[config.mk]
export PLATFORM = sky130hd
export DESIGN_NAME = ir_pulse_distance_encoder_unit
export DESIGN_NICKNAME = d
export VERILOG_FILES = /design/src/rtl/core/ipde_pkg.sv /design/src/rtl/core/ipde_front.sv /design/src/rtl/core/ipde_fifo.sv /design/src/rtl/core/ipde_back.sv /design/src/rtl/core/ir_pulse_distance_encoder_unit.sv
export VERILOG_INCLUDE_DIRS = /design/src /design/src/rtl/core
export SDC_FILE = /design/constraint.sdc
export NUM_CORES = 1
export LEC_CHECK = 0
export BUFFER_PORTS_ARGS = -buffer_cell sky130_fd_sc_hd__buf_2
export CAP_MARGIN = 10
export CORE_ASPECT_RATIO = 1.4
export CORE_UTILIZATION = 55
export CTS_BUF_LIST = sky130_fd_sc_hd__clkbuf_8
export CTS_CLUSTER_DIAMETER = 80
export DETAILED_ROUTE_END_ITERATION = 16
export MAX_ROUTING_LAYER = met4
export PLACE_DENSITY = 0.77
export SLEW_MARGIN = 10
export SYNTH_ARGS = -nofsm -noshare
export SYNTH_HDL_FRONTEND = slang
export SYNTH_SLANG_ARGS = --single-unit
[constraint.sdc]
create_clock -name clk_i -period 2.9 [get_ports clk_i]
set_input_delay 0.58 -clock clk_i [delete_from_list [all_inputs] [get_ports clk_i]]
set_output_delay 0.58 -clock clk_i [all_outputs]
set_load 0.1 [all_outputs]
[src/rtl/core/ir_pulse_distance_encoder_unit_defines.svh]
// Assertion macros for the IR pulse-distance encoder.
// Included by the RTL files that carry concurrent checks; needs clk_i and rst_ni in scope.
`ifndef IR_PULSE_DISTANCE_ENCODER_UNIT_DEFINES_SVH
`define IR_PULSE_DISTANCE_ENCODER_UNIT_DEFINES_SVH

`ifndef SYNTHESIS

// Checked only out of reset.
`define IPDE_ASSERT(name, prop, msg) \
  name: assert property (@(posedge clk_i) disable iff (!rst_ni) (prop)) else $error(msg);

// Checked at every edge, reset included.
`define IPDE_ASSERT_ALWAYS(name, prop, msg) \
  name: assert property (@(posedge clk_i) (prop)) else $error(msg);

`else

`define IPDE_ASSERT(name, prop, msg)
`define IPDE_ASSERT_ALWAYS(name, prop, msg)

`endif

`endif

[src/rtl/core/ipde_pkg.sv]
// Shared types and constants of the IR pulse-distance encoder.
// No dependencies; used by every module of the block.
package ipde_pkg;

  localparam int unsigned CFG_W       = 31;
  localparam int unsigned DUR_W       = 15;
  localparam int unsigned MARK_W      = 16;
  localparam int unsigned CFG_IDX_W   = 3;
  localparam int unsigned QUEUE_DEPTH = 2;

  localparam logic [3:0] PH_HEADER    = 4'd0;
  localparam logic [3:0] PH_FIRST_BIT = 4'd1;
  localparam logic [3:0] PH_LAST_BIT  = 4'd8;
  localparam logic [3:0] PH_FOOTER    = 4'd9;

  typedef enum logic [CFG_IDX_W-1:0] {
    CFG_HEADER    = 3'd0,
    CFG_ONE       = 3'd1,
    CFG_ZERO      = 3'd2,
    CFG_FOOTER    = 3'd3,
    CFG_GAP       = 3'd4,
    CFG_REPEAT    = 3'd5,
    CFG_LOW_FIRST = 3'd6
  } cfg_idx_e;

  typedef struct packed {
    logic [DUR_W-1:0] space;
    logic [DUR_W-1:0] mark;
  } timing_t;

  typedef struct packed {
    timing_t          header;
    timing_t          one;
    timing_t          zero;
    timing_t          footer;
    logic [DUR_W-1:0] gap;
    logic [7:0]       repeat_cnt;
    logic             low_first;
  } cfg_t;

  // One byte of work for the symbol sequencer.
  typedef struct packed {
    logic [7:0] data;
    logic       hdr;
    logic       ftr;
    logic       use_gap;
    logic       tx_end;
  } desc_t;

endpackage

[src/rtl/core/ipde_front.sv]
// Front end: accepts payload bytes, tracks frame start and repeat count.
// Depends on ipde_pkg; feeds descriptors into ipde_fifo.
module ipde_front (
  input  logic               clk_i,
  input  logic               rst_ni,
  input  ipde_pkg::cfg_t     cfg_i,
  input  logic               push,
  output logic               full,
  input  logic [7:0]         data_byte_i,
  input  logic               last_byte_i,
  input  logic               q_full_i,
  output logic               q_wr_o,
  output ipde_pkg::desc_t    q_data_o
);

  logic       at_start_q, at_start_d;
  logic [7:0] frames_q, frames_d;
  logic       more;
  logic       accept;

  assign full   = q_full_i;
  assign accept = push && !q_full_i;
  assign q_wr_o = accept;
  assign more   = frames_q < cfg_i.repeat_cnt;

  always_comb begin
    q_data_o.data    = data_byte_i;
    q_data_o.hdr     = at_start_q && (cfg_i.header.mark != '0);
    q_data_o.ftr     = last_byte_i;
    q_data_o.use_gap = more && (cfg_i.gap != '0);
    q_data_o.tx_end  = last_byte_i && !more;

    at_start_d = at_start_q;
    frames_d   = frames_q;
    if (accept) begin
      at_start_d = last_byte_i;
      if (last_byte_i) begin
        frames_d = more ? frames_q + 8'd1 : 8'd0;
      end
    end
  end

  always_ff @(posedge clk_i or negedge rst_ni) begin
    if (!rst_ni) begin
      at_start_q <= 1'b1;
      frames_q   <= '0;
    end else begin
      at_start_q <= at_start_d;
      frames_q   <= frames_d;
    end
  end

endmodule

[src/rtl/core/ipde_fifo.sv]
// Short descriptor queue between front end and symbol sequencer.
// Depends on ipde_pkg for the entry type and depth.
module ipde_fifo (
  input  logic            clk_i,
  input  logic            rst_ni,
  input  logic            wr_i,
  input  ipde_pkg::desc_t wr_data_i,
  output logic            full_o,
  input  logic            rd_i,
  output ipde_pkg::desc_t rd_data_o,
  output logic            empty_o
);

  localparam int unsigned Depth = ipde_pkg::QUEUE_DEPTH;
  localparam int unsigned PtrW  = (Depth > 1) ? $clog2(Depth) : 1;
  localparam int unsigned CntW  = $clog2(Depth + 1);

  ipde_pkg::desc_t mem_q [Depth];
  logic [PtrW-1:0] wr_ptr_q, wr_ptr_d;
  logic [PtrW-1:0] rd_ptr_q, rd_ptr_d;
  logic [CntW-1:0] cnt_q, cnt_d;
  logic            do_wr, do_rd;

  assign full_o    = cnt_q == CntW'(Depth);
  assign empty_o   = cnt_q == '0;
  assign do_wr     = wr_i && !full_o;
  assign do_rd     = rd_i && !empty_o;
  assign rd_data_o = mem_q[rd_ptr_q];

  always_comb begin
    wr_ptr_d = wr_ptr_q;
    rd_ptr_d = rd_ptr_q;
    cnt_d    = cnt_q;
    if (do_wr) begin
      wr_ptr_d = (wr_ptr_q == PtrW'(Depth - 1)) ? '0 : wr_ptr_q + 1'b1;
    end
    if (do_rd) begin
      rd_ptr_d = (rd_ptr_q == PtrW'(Depth - 1)) ? '0 : rd_ptr_q + 1'b1;
    end
    if (do_wr && !do_rd) begin
      cnt_d = cnt_q + 1'b1;
    end else if (do_rd && !do_wr) begin
      cnt_d = cnt_q - 1'b1;
    end
  end

  always_ff @(posedge clk_i) begin
    if (do_wr) begin
      mem_q[wr_ptr_q] <= wr_data_i;
    end
  end

  always_ff @(posedge clk_i or negedge rst_ni) begin
    if (!rst_ni) begin
      wr_ptr_q <= '0;
      rd_ptr_q <= '0;
      cnt_q    <= '0;
    end else begin
      wr_ptr_q <= wr_ptr_d;
      rd_ptr_q <= rd_ptr_d;
      cnt_q    <= cnt_d;
    end
  end

endmodule

[src/rtl/core/ipde_back.sv]
// Back end: header if flagged, eight bit symbols, footer if last, per descriptor.
// Depends on ipde_pkg and the assertion macros; drives the result register.
`include "ir_pulse_distance_encoder_unit_defines.svh"

module ipde_back (
  input  logic                          clk_i,
  input  logic                          rst_ni,
  input  ipde_pkg::cfg_t                cfg_i,
  input  ipde_pkg::desc_t               q_data_i,
  input  logic                          q_empty_i,
  output logic                          q_rd_o,
  output logic                          empty,
  input  logic                          pop,
  output logic [ipde_pkg::MARK_W-1:0]   mark_word_o,
  output logic [ipde_pkg::DUR_W-1:0]    space_word_o,
  output logic                          last_symbol_o,
  output logic                          transmission_end_o
);

  ipde_pkg::desc_t cur_q, cur_d;
  logic            busy_q, busy_d;
  logic [3:0]      phase_q, phase_d;

  logic                      out_valid_q, out_valid_d;
  logic [ipde_pkg::DUR_W-1:0] mark_q, mark_d;
  logic [ipde_pkg::DUR_W-1:0] space_q, space_d;
  logic                      last_q, last_d;
  logic                      tx_end_q, tx_end_d;

  logic       advance, emit, is_last, load;
  logic [2:0] bit_num, bit_pos;
  logic       bit_val;
  ipde_pkg::timing_t bit_timing;

  assign advance = !out_valid_q || pop;
  assign emit    = busy_q && advance;
  assign is_last = (phase_q == ipde_pkg::PH_FOOTER) ||
                   (phase_q == ipde_pkg::PH_LAST_BIT && !cur_q.ftr);
  // A queued descriptor is taken in the same cycle the previous one finishes.
  assign load    = (!busy_q || (emit && is_last)) && !q_empty_i;
  assign q_rd_o  = load;

  assign bit_num    = 3'(phase_q - ipde_pkg::PH_FIRST_BIT);
  assign bit_pos    = cfg_i.low_first ? bit_num : ~bit_num;  // ~b == 7 - b
  assign bit_val    = cur_q.data[bit_pos];
  assign bit_timing = bit_val ? cfg_i.one : cfg_i.zero;

  always_comb begin
    cur_d       = cur_q;
    busy_d      = busy_q;
    phase_d     = phase_q;
    mark_d      = mark_q;
    space_d     = space_q;
    last_d      = last_q;
    tx_end_d    = tx_end_q;
    out_valid_d = emit || (out_valid_q && !pop);

    if (emit) begin
      last_d   = is_last;
      tx_end_d = 1'b0;
      if (phase_q == ipde_pkg::PH_HEADER) begin
        mark_d  = cfg_i.header.mark;
        space_d = cfg_i.header.space;
      end else if (phase_q == ipde_pkg::PH_FOOTER) begin
        mark_d   = cfg_i.footer.mark;
        space_d  = cur_q.use_gap ? cfg_i.gap : cfg_i.footer.space;
        tx_end_d = cur_q.tx_end;
      end else begin
        mark_d  = bit_timing.mark;
        space_d = bit_timing.space;
      end
      phase_d = phase_q + 4'd1;
      if (is_last) begin
        busy_d = 1'b0;
      end
    end

    if (load) begin
      cur_d   = q_data_i;
      busy_d  = 1'b1;
      phase_d = q_data_i.hdr ? ipde_pkg::PH_HEADER : ipde_pkg::PH_FIRST_BIT;
    end
  end

  always_ff @(posedge clk_i or negedge rst_ni) begin
    if (!rst_ni) begin
      busy_q      <= 1'b0;
      phase_q     <= ipde_pkg::PH_HEADER;
      out_valid_q <= 1'b0;
    end else begin
      busy_q      <= busy_d;
      phase_q     <= phase_d;
      out_valid_q <= out_valid_d;
    end
  end

  always_ff @(posedge clk_i) begin
    cur_q    <= cur_d;
    mark_q   <= mark_d;
    space_q  <= space_d;
    last_q   <= last_d;
    tx_end_q <= tx_end_d;
  end

  assign empty              = !out_valid_q;
  assign mark_word_o        = {1'b1, mark_q};
  assign space_word_o       = space_q;
  assign last_symbol_o      = last_q;
  assign transmission_end_o = tx_end_q;

  `IPDE_ASSERT(phase_in_range_a, busy_q |-> phase_q <= ipde_pkg::PH_FOOTER, "phase overran")
  `IPDE_ASSERT(footer_only_on_last_a,
               (busy_q && phase_q == ipde_pkg::PH_FOOTER) |-> cur_q.ftr,
               "footer without last byte")
  `IPDE_ASSERT(tx_end_is_last_a, (out_valid_q && tx_end_q) |-> last_q,
               "transmission end not on final symbol")
  `IPDE_ASSERT(load_when_free_a, q_rd_o |-> (!busy_q || (emit && is_last)),
               "descriptor taken while busy")
  `IPDE_ASSERT_ALWAYS(idle_after_reset_a, $rose(rst_ni) |-> (!busy_q && !out_valid_q),
                      "state not cleared in reset")

endmodule

[src/rtl/core/ir_pulse_distance_encoder_unit.sv]
// IR pulse-distance encoder: payload bytes in, mark/space symbol pairs out.
// Channels: input queue side push/full with data_byte_i and last_byte_i; an item
//   is taken on a clock edge with push high and full low. Result side
//   empty/pop; the oldest symbol sits on mark_word_o, space_word_o,
//   last_symbol_o and transmission_end_o while empty is low, and leaves on an
//   edge with pop high.
// Each byte yields 8 to 10 symbols: optional header, eight bit symbols, footer
//   after a byte flagged last. The sequencer produces one symbol per cycle
//   while the output register is free or popped; the current-descriptor register
//   sits between queue and output. A two-entry descriptor queue decouples the
//   front end, so bytes are taken while earlier ones are still being sent.
// Configuration: cfg_we_i writes register cfg_idx_i with cfg_wdata_i; index 7
//   is ignored. Write only while the block is idle.
// Reset clears control registers, empties the queue and output register, and arms
//   the next byte as a frame start. If the receiver stalls, the output register
//   holds, the sequencer waits, and full rises once the queue fills.
// Depends on ipde_pkg, ipde_front, ipde_fifo, ipde_back.
module ir_pulse_distance_encoder_unit #(
  parameter int unsigned DURATION_BITS = 15
) (
  input  logic                               clk_i,
  input  logic                               rst_ni,
  input  logic                               cfg_we_i,
  input  logic [ipde_pkg::CFG_IDX_W-1:0]     cfg_idx_i,
  input  logic [ipde_pkg::CFG_W-1:0]         cfg_wdata_i,
  input  logic                               push,
  output logic                               full,
  input  logic [7:0]                         data_byte_i,
  input  logic                               last_byte_i,
  output logic                               empty,
  input  logic                               pop,
  output logic [ipde_pkg::MARK_W-1:0]        mark_word_o,
  output logic [ipde_pkg::DUR_W-1:0]         space_word_o,
  output logic                               last_symbol_o,
  output logic                               transmission_end_o
);

  localparam logic [ipde_pkg::DUR_W-1:0] DurMask =
    ipde_pkg::DUR_W'((1 << DURATION_BITS) - 1);

  ipde_pkg::cfg_t    cfg_q, cfg_d;
  ipde_pkg::timing_t wr_timing;
  ipde_pkg::desc_t   fq_wr_data, fq_rd_data;
  logic              fq_wr, fq_rd, fq_full, fq_empty;

  assign wr_timing.mark  = cfg_wdata_i[14:0] & DurMask;
  assign wr_timing.space = cfg_wdata_i[30:16] & DurMask;

  always_comb begin
    cfg_d = cfg_q;
    if (cfg_we_i) begin
      unique case (ipde_pkg::cfg_idx_e'(cfg_idx_i))
        ipde_pkg::CFG_HEADER:    cfg_d.header     = wr_timing;
        ipde_pkg::CFG_ONE:       cfg_d.one        = wr_timing;
        ipde_pkg::CFG_ZERO:      cfg_d.zero       = wr_timing;
        ipde_pkg::CFG_FOOTER:    cfg_d.footer     = wr_timing;
        ipde_pkg::CFG_GAP:       cfg_d.gap        = cfg_wdata_i[14:0] & DurMask;
        ipde_pkg::CFG_REPEAT:    cfg_d.repeat_cnt = cfg_wdata_i[7:0];
        ipde_pkg::CFG_LOW_FIRST: cfg_d.low_first  = cfg_wdata_i[0];
        default: ;
      endcase
    end
  end

  always_ff @(posedge clk_i or negedge rst_ni) begin
    if (!rst_ni) begin
      cfg_q <= '0;
    end else begin
      cfg_q <= cfg_d;
    end
  end

  ipde_front u_front (
    .clk_i       (clk_i),
    .rst_ni      (rst_ni),
    .cfg_i       (cfg_q),
    .push        (push),
    .full        (full),
    .data_byte_i (data_byte_i),
    .last_byte_i (last_byte_i),
    .q_full_i    (fq_full),
    .q_wr_o      (fq_wr),
    .q_data_o    (fq_wr_data)
  );

  ipde_fifo u_fifo (
    .clk_i     (clk_i),
    .rst_ni    (rst_ni),
    .wr_i      (fq_wr),
    .wr_data_i (fq_wr_data),
    .full_o    (fq_full),
    .rd_i      (fq_rd),
    .rd_data_o (fq_rd_data),
    .empty_o   (fq_empty)
  );

  ipde_back u_back (
    .clk_i              (clk_i),
    .rst_ni             (rst_ni),
    .cfg_i              (cfg_q),
    .q_data_i           (fq_rd_data),
    .q_empty_i          (fq_empty),
    .q_rd_o             (fq_rd),
    .empty              (empty),
    .pop                (pop),
    .mark_word_o        (mark_word_o),
    .space_word_o       (space_word_o),
    .last_symbol_o      (last_symbol_o),
    .transmission_end_o (transmission_end_o)
  );

endmodule

# Word level (Yosys, flattened, before mapping)
# Memory sizes are Yosys's and may differ from the RTL's.
# Index checks and enable logic that the tools add are counted.
# word_totals
word_cells	114
in_bits	48
ff_bits	206
output_inout_bits	35
ramBits	24
memories	1
# op_classes
eq_ne	9
n_mux	22
magnitude_cmp	2
reduce_logical	44
bitwise_logic	2
addsub	7
# memory_table
memory	depth	word_bits	read_ports	rd_ports_with_merged_regs	wr	line	source
u_fifo.mem_q	2	12	1	0	1	ipde_fifo.sv:18	ipde_pkg::desc_t mem_q [Depth];
# op_table
op	count
2-to-1 mux 15 bit	5
2-to-1 mux 30 bit	1
nonzero test 15 bit	2
AND reduction 2 bit	9
logical AND 1 bit	13
== test 3 bit (second input constant)	3
zero test 1 bit	9
2-to-1 mux 1 bit	9
adder 8 x 1 -> 8 bit (second input constant)	1
== test 4 bit (second input constant)	2
< comparator 8 bit	1
2-to-1 mux 4 bit	2
2-to-1 mux 8 bit	1
== test 3 x 2 -> 1 bit (second input constant)	2
nonzero test 2 bit	3
adder 4 x 1 -> 4 bit (second input constant)	1
zero test 4 bit	1
logical OR 1 bit	4
< comparator 3 x 4 -> 1 bit (second input constant)	1
2-to-1 mux 2 bit	2
binary-select mux 1 bit (select 3 bit)	1
== test 3 x 1 -> 1 bit (second input constant)	1
zero test 3 bit	1
2-to-1 mux 3 bit	1
other kinds (9)	10

# Logic depth before layout (Yosys ltp)
# Gate-level depths: netlist of the first run.
# logic_depth
word_depth	10
mapped_depth	12
depth_no_buf	10

# Hierarchy
# A second synthesis of the first run with hierarchy kept.
# hier_totals
cells_unflattened	808
area_unflattened_um2	10951.8
# by_module_without_submodules
module	cells_each	area_each_um2	seq_area_each_um2	instances
ir_pulse_distance_encoder_unit	309	5497.8	3603.5	1
ipde_back	346	3459.6	1441.4	1
ipde_fifo	56	1099.8	820.8	1
ipde_front	97	894.6	226.5	1

# Worst setup path before layout of the first run
# Ideal clock, no wire load.
# synth_timing
path_kind	reg2reg
start	register u_back.phase_q[0]
end	register u_fifo.cnt_q[1]
n_path_buf	2
path_slack_ps	-67
period_less_slack_ps	2967
setup_time_ps	79
arrival_time_ps	2887
t_required_ps	2821
stages_incl_launch_ff	13
path_cell_list	dfrtp_1 clkbuf_1 inv_1 clkbuf_1 ha_1 a21oi_1 nand3b_1 a21oi_1 inv_1 ha_1 xor2_1 nor2_1 xor2_1
# synth_between
elab_chain_len	10
elab_cells_between_ends	13
classes_between	2 x eq/ne; 1 x mux; 10 x reduce/logical
# synth_lines
item	line	source
start: declaration	ipde_back.sv:22	logic [3:0] phase_q, phase_d;
start signal: assignment	ipde_back.sv:88	phase_q <= ipde_pkg::PH_HEADER;
start signal: assignment	ipde_back.sv:92	phase_q <= phase_d;
== test 4 bit	ipde_back.sv:38	(phase_q == ipde_pkg::PH_LAST_BIT && !cur_q.ftr);
logical AND 1 bit	ipde_back.sv:38	
logical OR 1 bit (*)	ipde_back.sv:37	assign is_last = (phase_q == ipde_pkg::PH_FOOTER) ||
logical AND 1 bit (*)	ipde_back.sv:40	assign load = (!busy_q || (emit && is_last)) && !q_empty_i;
logical OR 1 bit (*)	ipde_back.sv:40	
logical AND 1 bit (*)	ipde_back.sv:40	
via fq_rd	ir_pulse_distance_encoder_unit.sv:44	logic fq_wr, fq_rd, fq_full, fq_empty;
logical AND 1 bit (*)	ipde_fifo.sv:27	assign do_rd = rd_i && !empty_o;
zero test 1 bit	ipde_fifo.sv:40	if (do_wr && !do_rd) begin
logical AND 1 bit	ipde_fifo.sv:40	
2-to-1 mux 2 bit or nonzero test 2 bit (tied branches)	n/a	
end signal: assignment	ipde_fifo.sv:61	cnt_q <= cnt_d;
end: declaration	ipde_fifo.sv:21	logic [CntW-1:0] cnt_q, cnt_d;
# The timed path passes the listed nets; every way through them passes the cells marked *.
# A chain may end at the register's enable or synchronous reset.

# Worst setup path in the final report of the first run
# layout_timing
start	register u_back.phase_q[1]
end	register u_back.space_q, in the netlist u_back.space_word_o[2], data pin
# layout_between
elab_chain_len	8
elab_cells_between_ends	10
classes_between	1 x add/sub; 1 x eq/ne; 6 x mux; 1 x bitwise; 1 x reduce/logical
# layout_lines
item	line	source
subtractor 3 x 1 -> 3 bit	ipde_back.sv:43	assign bit_num = 3'(phase_q - ipde_pkg::PH_FIRST_BIT);
inverter 3 bit	ipde_back.sv:44	assign bit_pos = cfg_i.low_first ? bit_num : ~bit_num;
2-to-1 mux 3 bit	ipde_back.sv:44	
binary-select mux 1 bit (select 3 bit)	ipde_back.sv:45	assign bit_val = cur_q.data[bit_pos];
2-to-1 mux 1 bit (not written as such)	ipde_back.sv:45	
2-to-1 mux 30 bit	ipde_back.sv:46	assign bit_timing = bit_val ? cfg_i.one : cfg_i.zero;
2-to-1 mux 15 bit	ipde_back.sv:64	end else if (phase_q == ipde_pkg::PH_FOOTER) begin
2-to-1 mux 15 bit (*)	ipde_back.sv:61	if (phase_q == ipde_pkg::PH_HEADER) begin
end signal: assignment	ipde_back.sv:100	space_q <= space_d;
end: declaration	ipde_back.sv:26	logic [ipde_pkg::DUR_W-1:0] space_q, space_d;
# Mark *: on every way between the ends. The rest lies on a longest branch, timed or not. The select of a mux whose other input is x is not followed.

==> run_results.csv, run 1 <==
group,metric,value,unit
status,status,"finished clean",
job,cap_viol_max_count,0,
logic_synthesis,syn_area,10800,um2
logic_synthesis,synth.area.top_cells,"dfrtp_1 38%, edfxtp_1 19%, mux2_2 16%, mux2i_1 6.8%, and3_1 1.6%",
timing,finalSetupViolCount,0,
layout,finish.utilization,64.4,%
die,start_util,56.1,%
logic_synthesis,syn_area_per_cell,13.4,um2
die,core,19200,um2
global_routing,grt_max_degree,69,
placed_design,gp_congestion,0.776,
logic_synthesis,synth.ff_latch_count,230,
logic_synthesis,synth_top_area_share,37.6,%
timing,fmax,0.373,GHz
clocking,clock_sinks,230,
drt,route.detailed.drc,0,
power_and_ir_drop,peakVddDrop,821,uV
drt,vias_per_cell,5.92,
clocking,cts-resized-gates,0,
timing,fin_skew,0.0193,ns
logic_synthesis,synth_nets,863,
logic_synthesis,yosysUniqueCellTypes,46,
critical_path,arrival,2.97,ns
die,rows,60,
clocking,cts-root-buf,"clkbuf_8",
die,fp.dieW,120,um
critical_path,startpoint_type,"register",
layout,drive_gt1_share,36.9,%
timing,worst_slack,0.217,ns
global_routing,grt_pass1_wl,38300,um
timing,tightest_slew,0.912,ns
timing,post-route-period-util,92.5,%
placed_design,place_ws,0.211,ns
logic_synthesis,synth-seq-area-share,56.5,%
power_and_ir_drop,leakage,5.45,nW
global_routing,antenna_found_initial,0,
die,die_area,20200,um2
logic_synthesis,yosysTopAreaCell,"dfrtp_1",
drt,first_pass_iters,5,
global_routing,overflow,0,
placed_design,place_inst,1108,
clocking,cts_tree,"built",
logic_synthesis,yosys_warnings,0,
layout,nets,960,
drt,drt_iter0_markers,393,
timing,grt_setup_unrepaired,"no",
logic_synthesis,synthTopCellsByCount,"162 x dfrtp_1, 156 x mux2_2, 73 x mux2i_1, 67 x edfxtp_1, 38 x nor2_1",
placed_design,post-dp-hpwl,14800,um
timing,drv_slew,0,
critical_path,critPathRequiredTime,3.19,ns
hold_path,hp-class,"input pin to asynchronous set/reset pin",
logic_synthesis,synth_top_flop_cell,"dfrtp_1",
clocking,cts_setup_buffers,0,
placed_design,io_buffers,80,
global_routing,track_usage,25.2,%
global_routing,grt_pass1_vias,7333,
logic_synthesis,async_flop_share,70.9,%
layout,antenna_cells,0,
layout,fin_cells,1176,
power_and_ir_drop,power_density,1190,nW/um2
clocking,cts_buffer_depth,3,
critical_path,worstPathMaxFanout,30,
clocking,cts_max_level,2,
die,die_h,168,um
timing,fin_tns_setup,0,ns
clocking,cts_buffers,37,
drt,vias,6961,
clocking,clk_pin_slew,0.06,ns
timing,slew_headroom,39.2,%
timing,hold_viol,0,
critical_path,critical_path_class,"register to register",
logic_synthesis,synth.most_common_cell,"dfrtp_1",
clocking,clk-insertion-delay-late,0.54,ns
logic_synthesis,synth-edff-count,67,
die,ios,83,
clocking,hold_buffers,0,
drt,wl,23400,um
layout,area_growth,14.7,%
drt,drtAntennaViolNets,0,
timing,fin_crit,2.68,ns
logic_synthesis,synth_cells,802,
drt,routedWlPerCell,19.9,um
critical_path,endpoint_kind,"register",
==> through the flow <==
step           hold slack, ns  total power [mW]  area, um2
2_1_floorplan           0.284              10.3      10800
3_3_place_gp            0.476              11.7      11600
3_5_place_dp            0.485              11.8      11600
4_1_cts                0.0726              14.8      12400
5_1_grt                 0.102              15.4      12400
6_report               0.0618              14.7      12400
==> cells in the final DEF, fill, tap and decap left out, types with 15 or more instances in the layout <==
cell,n
nor2_1,37
clkbuf_8,46
o22ai_1,15
nand2_1,24
and3_1,28
o21ai_0,19
dfrtp_1,162
inv_1,25
mux2i_1,72
edfxtp_1,67
buf_2,79
mux2_2,156
buf_4,16
==> final cells by class <==
cell class	instances	area, um2
flip-flops and latches	230	6090
fillers	1489	6840
repair buffers	101	627
well taps	248	310
clock buffers	46	633
inverters	16	60.1
multi-input cells	513	4510
clock inverters	22	148
==> sequential cells by signal, summed over array words and instances, names as in the netlist <==
name                       count
cfg_q                        144
u_back.busy_q                  1
u_back.cur_q                  11
u_back.last_symbol_o           1
u_back.mark_q                 15
u_back.out_valid_q             1
u_back.phase_q                 4
u_back.space_word_o           15
u_back.transmission_end_o      1
u_fifo.cnt_q                   2
u_fifo.mem_q                  24
u_fifo.rd_ptr_q                1
u_fifo.wr_ptr_q                1
u_front.at_start_q             1
u_front.frames_q               8
==> report_power, final <==
| part | leakage [nW] | switching, mW | internal, mW |
|---|---|---|---|
| Combinational | 2.42 | 4.28 | 2.54 |
| Sequential | 2.59 | 0.552 | 4.42 |
| Clock | 0.439 | 1.28 | 1.62 |
| Total | 5.45 | 6.11 | 8.57 |
==> critical path, stage by stage, from the launching register on <==
cell and delay [ns]:
dfrtp_1 0.37, inv_1 0.12, ha_4 0.32, mux4_2 0.53, mux2i_4 0.18, buf_12 0.28, mux2i_1 0.26, o32ai_1 0.11
a211o_1 0.25
==> path summary, 6_finish.rpt <==
kind	start	to	slack [ns]	cells after the start
hold reg to reg	u_fifo.cnt_q[1]	u_fifo.cnt_q[1]	0.50	1
hold / removal	rst_ni	cfg_q[76]	0.06	1
setup reg to reg	u_back.phase_q[1]	u_back.space_word_o[2]	0.22	8
max in group asynchronous	rst_ni	cfg_q[89]	2.10	2
setup / recovery	u_back.phase_q[1]	u_back.space_word_o[2]	0.22	8
min in group clk_i	data_byte_i[1]	u_fifo.mem_q[1][5]	0.23	1
==> cells by family after synthesis <==
family	Yosys count	synth area share, %
multiplexers	238	24.4
flip-flops	230	56.5
AND/OR/NAND/NOR	140	7.09
AO/OA/AOI/OAI	111	7.25
buffers and inverters	59	2.31
adder cells (fa/ha/maj)	13	1.51
XOR/XNOR	10	0.882
other	1	0.0348
==> layer usage <==
metal / up-vias / wire [um] / global-route usage, % / share of wire, %
met1: 3558 / 9270 / 29.2 / 40
met5: - / 0 / - / 0
li1: 3177 / - / - / -
met3: 52 / 1050 / 3.81 / 4.5
met4: 0 / 605 / 8.86 / 2.6
met2: 174 / 12500 / 44.1 / 53
No activity file was read; power rests on OpenSTA's default activity.
==> inputs of run 2 (changes only) <==
--- a/config.mk
+++ b/config.mk
@@ -6,15 +6,15 @@
 export SDC_FILE = /design/constraint.sdc
 export NUM_CORES = 1
 export LEC_CHECK = 0
-export BUFFER_PORTS_ARGS = -buffer_cell sky130_fd_sc_hd__buf_2
+export BUFFER_PORTS_ARGS = -buffer_cell sky130_fd_sc_hd__buf_4
 export CAP_MARGIN = 10
 export CORE_ASPECT_RATIO = 1.4
-export CORE_UTILIZATION = 55
-export CTS_BUF_LIST = sky130_fd_sc_hd__clkbuf_8
+export CORE_UTILIZATION = 54
+export CTS_BUF_LIST = sky130_fd_sc_hd__clkbuf_4 sky130_fd_sc_hd__clkbuf_8 sky130_fd_sc_hd__clkbuf_16
 export CTS_CLUSTER_DIAMETER = 80
 export DETAILED_ROUTE_END_ITERATION = 16
 export MAX_ROUTING_LAYER = met4
-export PLACE_DENSITY = 0.77
+export PLACE_DENSITY = 0.76
 export SLEW_MARGIN = 10
 export SYNTH_ARGS = -nofsm -noshare
 export SYNTH_HDL_FRONTEND = slang
==> run_results.csv, run 2 (same netlist as run 1, synthesis figures left out) <==
group,metric,value,unit
clocking,cts-resized-gates,0,
placed_design,place_inst,1108,
layout,area_growth,16.2,%
drt,drtAntennaViolNets,0,
clocking,clk-insertion-delay-late,0.51,ns
critical_path,rr_endpoint,"u_back.space_word_o[8]",
critical_path,critPathTopFamily,"multiplexers",
timing,post-route-period-util,92.6,%
global_routing,track_usage,25.7,%
layout,largest_register_ffs,144,
clocking,cts_tree,"built",
layout,layout_common_cells,"162 x dfrtp_1, 156 x mux2_2, 96 x buf_4",
critical_path,critPathRequiredTime,3.15,ns
global_routing,grt_pass1_wl,39500,um
critical_path,crit_chain,"inv_1 -> ha_4 -> mux4_2 -> mux2i_4 -> buf_12 -> mux2i_1 -> o32ai_1 -> a211o_1",
power_and_ir_drop,leakage,5.44,nW
timing,hold_viol,0,
critical_path,endpoint_kind,"register",
power_and_ir_drop,power_density,1200,nW/um2
timing,finalSetupViolCount,0,
power_and_ir_drop,peakVddDrop,796,uV
clocking,cts-root-buf,"clkbuf_16",
placed_design,post-dp-hpwl,15900,um
critical_path,crit_start,"u_back.phase_q[1]",
die,core,19400,um2
timing,fmax,0.372,GHz
die,die_area,20500,um2
timing,grt_setup_unrepaired,"no",
layout,top_regs,"cfg_q: 144 flops, u_fifo.mem_q: 24 flops",
critical_path,worstSetupPathDepth,8,
clocking,clock_sinks,230,
critical_path,slowest_delay,0.53,ns
clocking,hold_buffers,0,
die,die_h,169,um
layout,drive_gt1_share,35.7,%
drt,drt_iter0_markers,358,
layout,finish.utilization,64.7,%
die,ios,83,
global_routing,antenna_found_initial,0,
placed_design,gp_congestion,0.806,
status,status,"finished clean",
clocking,cts_max_level,1,
clocking,cts_buffer_depth,3,
drt,first_pass_iters,4,
critical_path,critical_path_class,"register to register",
drt,vias_per_cell,6.13,
critical_path,worstPathMaxFanout,30,
timing,slew_headroom,34.0,%
global_routing,grt_max_degree,58,
layout,fin_cells,1149,
job,cap_viol_max_count,0,
placed_design,io_buffers,80,
layout,design_area,12500,um2
timing,tightest_slew,0.990,ns
layout,nets,946,
critical_path,critPathBufInv,2,
die,fp.dieW,121,um
hold_path,hp-class,"input pin to asynchronous set/reset pin",
layout,mostFrequentLayoutCell,"dfrtp_1",
global_routing,grt_pass1_vias,7564,
drt,wl,24600,um
layout,largest_register,"cfg_q",
drt,vias,7046,
drt,route.detailed.drc,0,
timing,fin_tns_setup,0,ns
critical_path,arrival,2.94,ns
clocking,cts_setup_buffers,0,
critical_path,reg2reg_depth,8,
critical_path,startpoint_type,"register",
critical_path,cp_slowest_cell,"mux4_2",
drt,routedWlPerCell,21.4,um
die,rows,60,
layout,fillerInstances,1418,
global_routing,overflow,0,
timing,fin_skew,0.0151,ns
critical_path,endpoint,"u_back.space_word_o[8]",
layout,antenna_cells,0,
critical_path,reg2reg_from,"u_back.phase_q[1]",
timing,hold_ws,0.0356,ns
critical_path,r2r_slack,0.21,ns
clocking,clk_pin_slew,0.06,ns
clocking,cts_buffers,23,
timing,drv_slew,0,
timing,fin_crit,2.69,ns
placed_design,place_area,11800,um2
die,start_util,55.7,%
run 2: cell types whose count changed in the layout (fill, tap and decap cells not counted), sizes merged:
cell / change
clkinv: +1
bufinv: +1
clkbuf: -20
inv: -9
run 2: worst min-delay path by stage:
stage	start	to	slack, ns
2_1_floorplan	rst_ni	cfg_q[0]	0.28
3_3_place_gp	u_fifo.wr_ptr_q	u_fifo.wr_ptr_q	0.48
3_5_place_dp	cfg_q[46]	cfg_q[46]	0.49
4_1_cts	rst_ni	cfg_q[110]	0.07
5_1_grt	rst_ni	cfg_q[80]	0.09
6_report	rst_ni	cfg_q[80]	0.04
run 2: area by class of cell:
cell class | instances | area [um2] | share of cell area, %
clock buffers | 26 | 611 | 4.87
clock inverters | 15 | 146 | 1.17
inverters | 16 | 60.1 | 0.479
multi-input cells | 513 | 4510 | 35.9
flip-flops and latches | 230 | 6090 | 48.6
well taps | 248 | 310 | 2.48
repair buffers | 101 | 812 | 6.48
run 2: power breakdown:
group	total [mW]	switching (mW)	internal [mW]
clock network	2.97	1.20	1.77
registers	5.00	0.580	4.42
logic	7.05	4.37	2.69
run 2: per-stage QoR:
stage | setup WS [ns] | power (mW)
final | 0.215 | 15.0
after global routing | 0.110 | 15.7
after CTS | 0.217 | 15.1
after detailed placement | 0.233 | 12.1
after global placement | 0.298 | 11.9
after floorplan | 0.0604 | 10.3
run 2: routing by layer:
metal	wire length [um]	GRT usage, %	part of all wire [%]	up-vias
li1	-	-	-	3155
met1	9400	29.3	38	3628
met2	13200	44.8	54	194
met3	1120	3.60	4.5	69
met4	926	11.2	3.8	0
met5	0	-	0	-
==> inputs of run 3 (changes only) <==
--- a/config.mk
+++ b/config.mk
@@ -9,13 +9,14 @@
 export BUFFER_PORTS_ARGS = -buffer_cell sky130_fd_sc_hd__buf_4
 export CAP_MARGIN = 10
 export CORE_ASPECT_RATIO = 1.4
-export CORE_UTILIZATION = 54
+export CORE_UTILIZATION = 55
 export CTS_BUF_LIST = sky130_fd_sc_hd__clkbuf_4 sky130_fd_sc_hd__clkbuf_8 sky130_fd_sc_hd__clkbuf_16
 export CTS_CLUSTER_DIAMETER = 80
 export DETAILED_ROUTE_END_ITERATION = 16
 export MAX_ROUTING_LAYER = met4
-export PLACE_DENSITY = 0.76
+export PLACE_DENSITY = 0.77
 export SLEW_MARGIN = 10
 export SYNTH_ARGS = -nofsm -noshare
 export SYNTH_HDL_FRONTEND = slang
+export SYNTH_HIERARCHICAL = 1
 export SYNTH_SLANG_ARGS = --single-unit
==> constraint.sdc (replaced) <==
create_clock -name clk_i -period 2.9 [get_ports clk_i]
set_input_delay 0.145 -clock clk_i [delete_from_list [all_inputs] [get_ports clk_i]]
set_output_delay 0.145 -clock clk_i [all_outputs]
set_load 0.1 [all_outputs]
==> run_results.csv, run 3 <==
group,metric,value,unit
clocking,cts-root-buf,"clkbuf_16",
timing,tightest_slew,0.874,ns
placed_design,post-dp-hpwl,16000,um
drt,routedWlPerCell,21.2,um
layout,drive_gt1_share,37.2,%
timing,drv_slew,0,
timing,hold_ws,0.0548,ns
logic_synthesis,yosys_warnings,6,
drt,route.detailed.drc,0,
timing,grt_setup_unrepaired,"no",
logic_synthesis,synth_top_flop_cell,"dfrtp_1",
logic_synthesis,async_flop_share,70.9,%
clocking,cts_buffers,22,
die,start_util,56.5,%
global_routing,antenna_found_initial,0,
critical_path,critical_path_class,"register to register",
timing,fmax,0.365,GHz
layout,top_regs,"cfg_q: 144 flops, u_fifo/mem_q: 24 flops",
logic_synthesis,synthTopCellsByCount,"162 x dfrtp_1, 133 x mux2_2, 67 x edfxtp_1, 42 x a21oi_1, 24 x nor2_1",
critical_path,startpoint_type,"register",
layout,nets,990,
die,die_area,20500,um2
timing,fin_tns_setup,0,ns
clocking,cts_max_level,1,
drt,first_pass_iters,5,
timing,post-route-period-util,94.5,%
logic_synthesis,synth-seq-area-share,55.6,%
die,die_h,169,um
job,cap_viol_max_count,0,
logic_synthesis,yosysTopAreaCell,"dfrtp_1",
logic_synthesis,synth.ff_latch_count,230,
drt,drt_iter0_markers,570,
clocking,clk-insertion-delay-late,0.51,ns
clocking,cts_setup_buffers,0,
layout,layout_common_cells,"162 x dfrtp_1, 133 x mux2_2, 112 x buf_4",
timing,fin_skew,0.00813,ns
hold_path,hp-class,"input pin to register",
timing,slew_headroom,41.7,%
clocking,clock_sinks,230,
logic_synthesis,yosysUniqueCellTypes,67,
logic_synthesis,synth-edff-count,67,
layout,largest_register,"cfg_q",
timing,fin_crit,2.74,ns
logic_synthesis,synth.most_common_cell,"dfrtp_1",
logic_synthesis,synth_top_area_share,37.0,%
die,ios,83,
critical_path,crit_chain,"inv_1 -> ha_1 -> and2_1 -> mux4_2 -> buf_4 -> or2_1 -> buf_12 -> a21oi_2 -> a32o_1",
power_and_ir_drop,peakVddDrop,954,uV
layout,finish.utilization,66.9,%
power_and_ir_drop,leakage,5.37,nW
critical_path,cp_slowest_cell,"mux4_2",
critical_path,critPathRequiredTime,3.26,ns
status,status,"finished clean",
critical_path,slowest_delay,0.51,ns
logic_synthesis,synth.area.top_cells,"dfrtp_1 37%, edfxtp_1 18%, mux2_2 14%, mux2_4 2.6%, a21oi_1 1.9%",
power_and_ir_drop,power_density,1220,nW/um2
critical_path,worstPathMaxFanout,14,
clocking,cts_tree,"built",
die,fp.dieW,121,um
layout,area_growth,18.3,%
logic_synthesis,syn_area,11000,um2
global_routing,track_usage,26.2,%
layout,antenna_cells,0,
logic_synthesis,synth_nets,869,
layout,largest_register_ffs,144,
layout,mostFrequentLayoutCell,"dfrtp_1",
placed_design,gp_congestion,0.816,
global_routing,grt_max_degree,79,
drt,vias_per_cell,6.14,
timing,hold_viol,0,
global_routing,grt_pass1_vias,7494,
critical_path,endpoint_kind,"register",
drt,drtAntennaViolNets,0,
placed_design,io_buffers,80,
timing,finalSetupViolCount,0,
global_routing,grt_pass1_wl,40300,um
logic_synthesis,syn_area_per_cell,13.6,um2
die,rows,60,
logic_synthesis,synth_cells,808,
clocking,cts_buffer_depth,3,
critical_path,arrival,3.10,ns
drt,wl,25200,um
drt,vias,7313,
die,core,19400,um2
global_routing,overflow,0,
clocking,clk_pin_slew,0.07,ns
-- run 3: report_power, final --
part	leakage (nW)	internal (mW)	switching [mW]	total [mW]
registers	2.59	4.51	0.620	5.13
logic	2.42	2.86	4.87	7.73
clock network	0.368	1.70	1.21	2.91
-- run 3: layer usage --
layer / track usage [%] / vias to the layer above / routed length [um]
li1: - / 3297 / -
met1: 32.0 / 3697 / 10200
met2: 44.2 / 253 / 12900
met3: 3.40 / 66 / 1250
met4: 10.0 / 0 / 852
met5: - / - / 0
-- run 3: timing repair --
item	CTS	global route
endpoints found under the hold margin	327	0
gates resized for setup	0	2
setup endpoints to repair	0	2
hold buffers	41	0
-- run 3: critical path, delay by kind of cell (launching register included) --
kind,cells,cell delay (ns)
mux,1,0.51
simple gates,2,0.48
compound gates,2,0.34
fa+ha+maj,1,0.41
flops,1,0.37
buf+inv,3,0.47
-- run 3: area by class of cell --
cell class | count | area, um2
sequential | 230 | 6090
tap | 248 | 310
inverter | 15 | 56.3
clock inverter | 6 | 58.8
timing repair buffer | 158 | 1340
fill | 1381 | 6410
multi-input combinational | 502 | 4430
clock buffer | 32 | 674
-- run 3: through the flow --
stage	setup WS, ns	cell area [um2]	total power [mW]	instances
6_report	0.161	13000	15.8	1191
5_1_grt	0.0103	13000	16.5	1191
4_1_cts	0.0664	13000	15.7	1191
3_5_place_dp	0.0958	11800	12.8	1112
3_3_place_gp	0.232	11800	12.6	1112
2_1_floorplan	0.0625	11000	10.7	808
-- run 3: cell families (layout without fill, tap and decap cells) --
family                     count (synthesis)  after routing  synth area share [%]
adders and majority gates                 13             13                  1.49
and+or+nand+nor                          151            151                  8.85
muxes                                    177            177                  19.0
AOI/OAI and AO/OA                        150            150                  10.0
other                                      1              1                0.0342
DFF                                      230            230                  55.6
buffers and inverters                     76            211                  4.22
xor gates and xnor gates                  10             10                 0.800
-- run 3: final timing paths --
check                                          endpoint  slack (ns)  cells after the start               from
max in group asynchronous            u_front/at_start_q        2.10                      3             rst_ni
worst min-delay path                 u_front/at_start_q        0.05                      3               push
worst max-delay path            u_back/space_word_o[13]        0.16                      9  u_back/phase_q[1]
worst max register to register  u_back/space_word_o[13]        0.16                      9  u_back/phase_q[1]
worst min register to register          u_fifo/wr_ptr_q        0.50                      1    u_fifo/wr_ptr_q
min in group asynchronous                     cfg_q[71]        0.06                      2             rst_ni
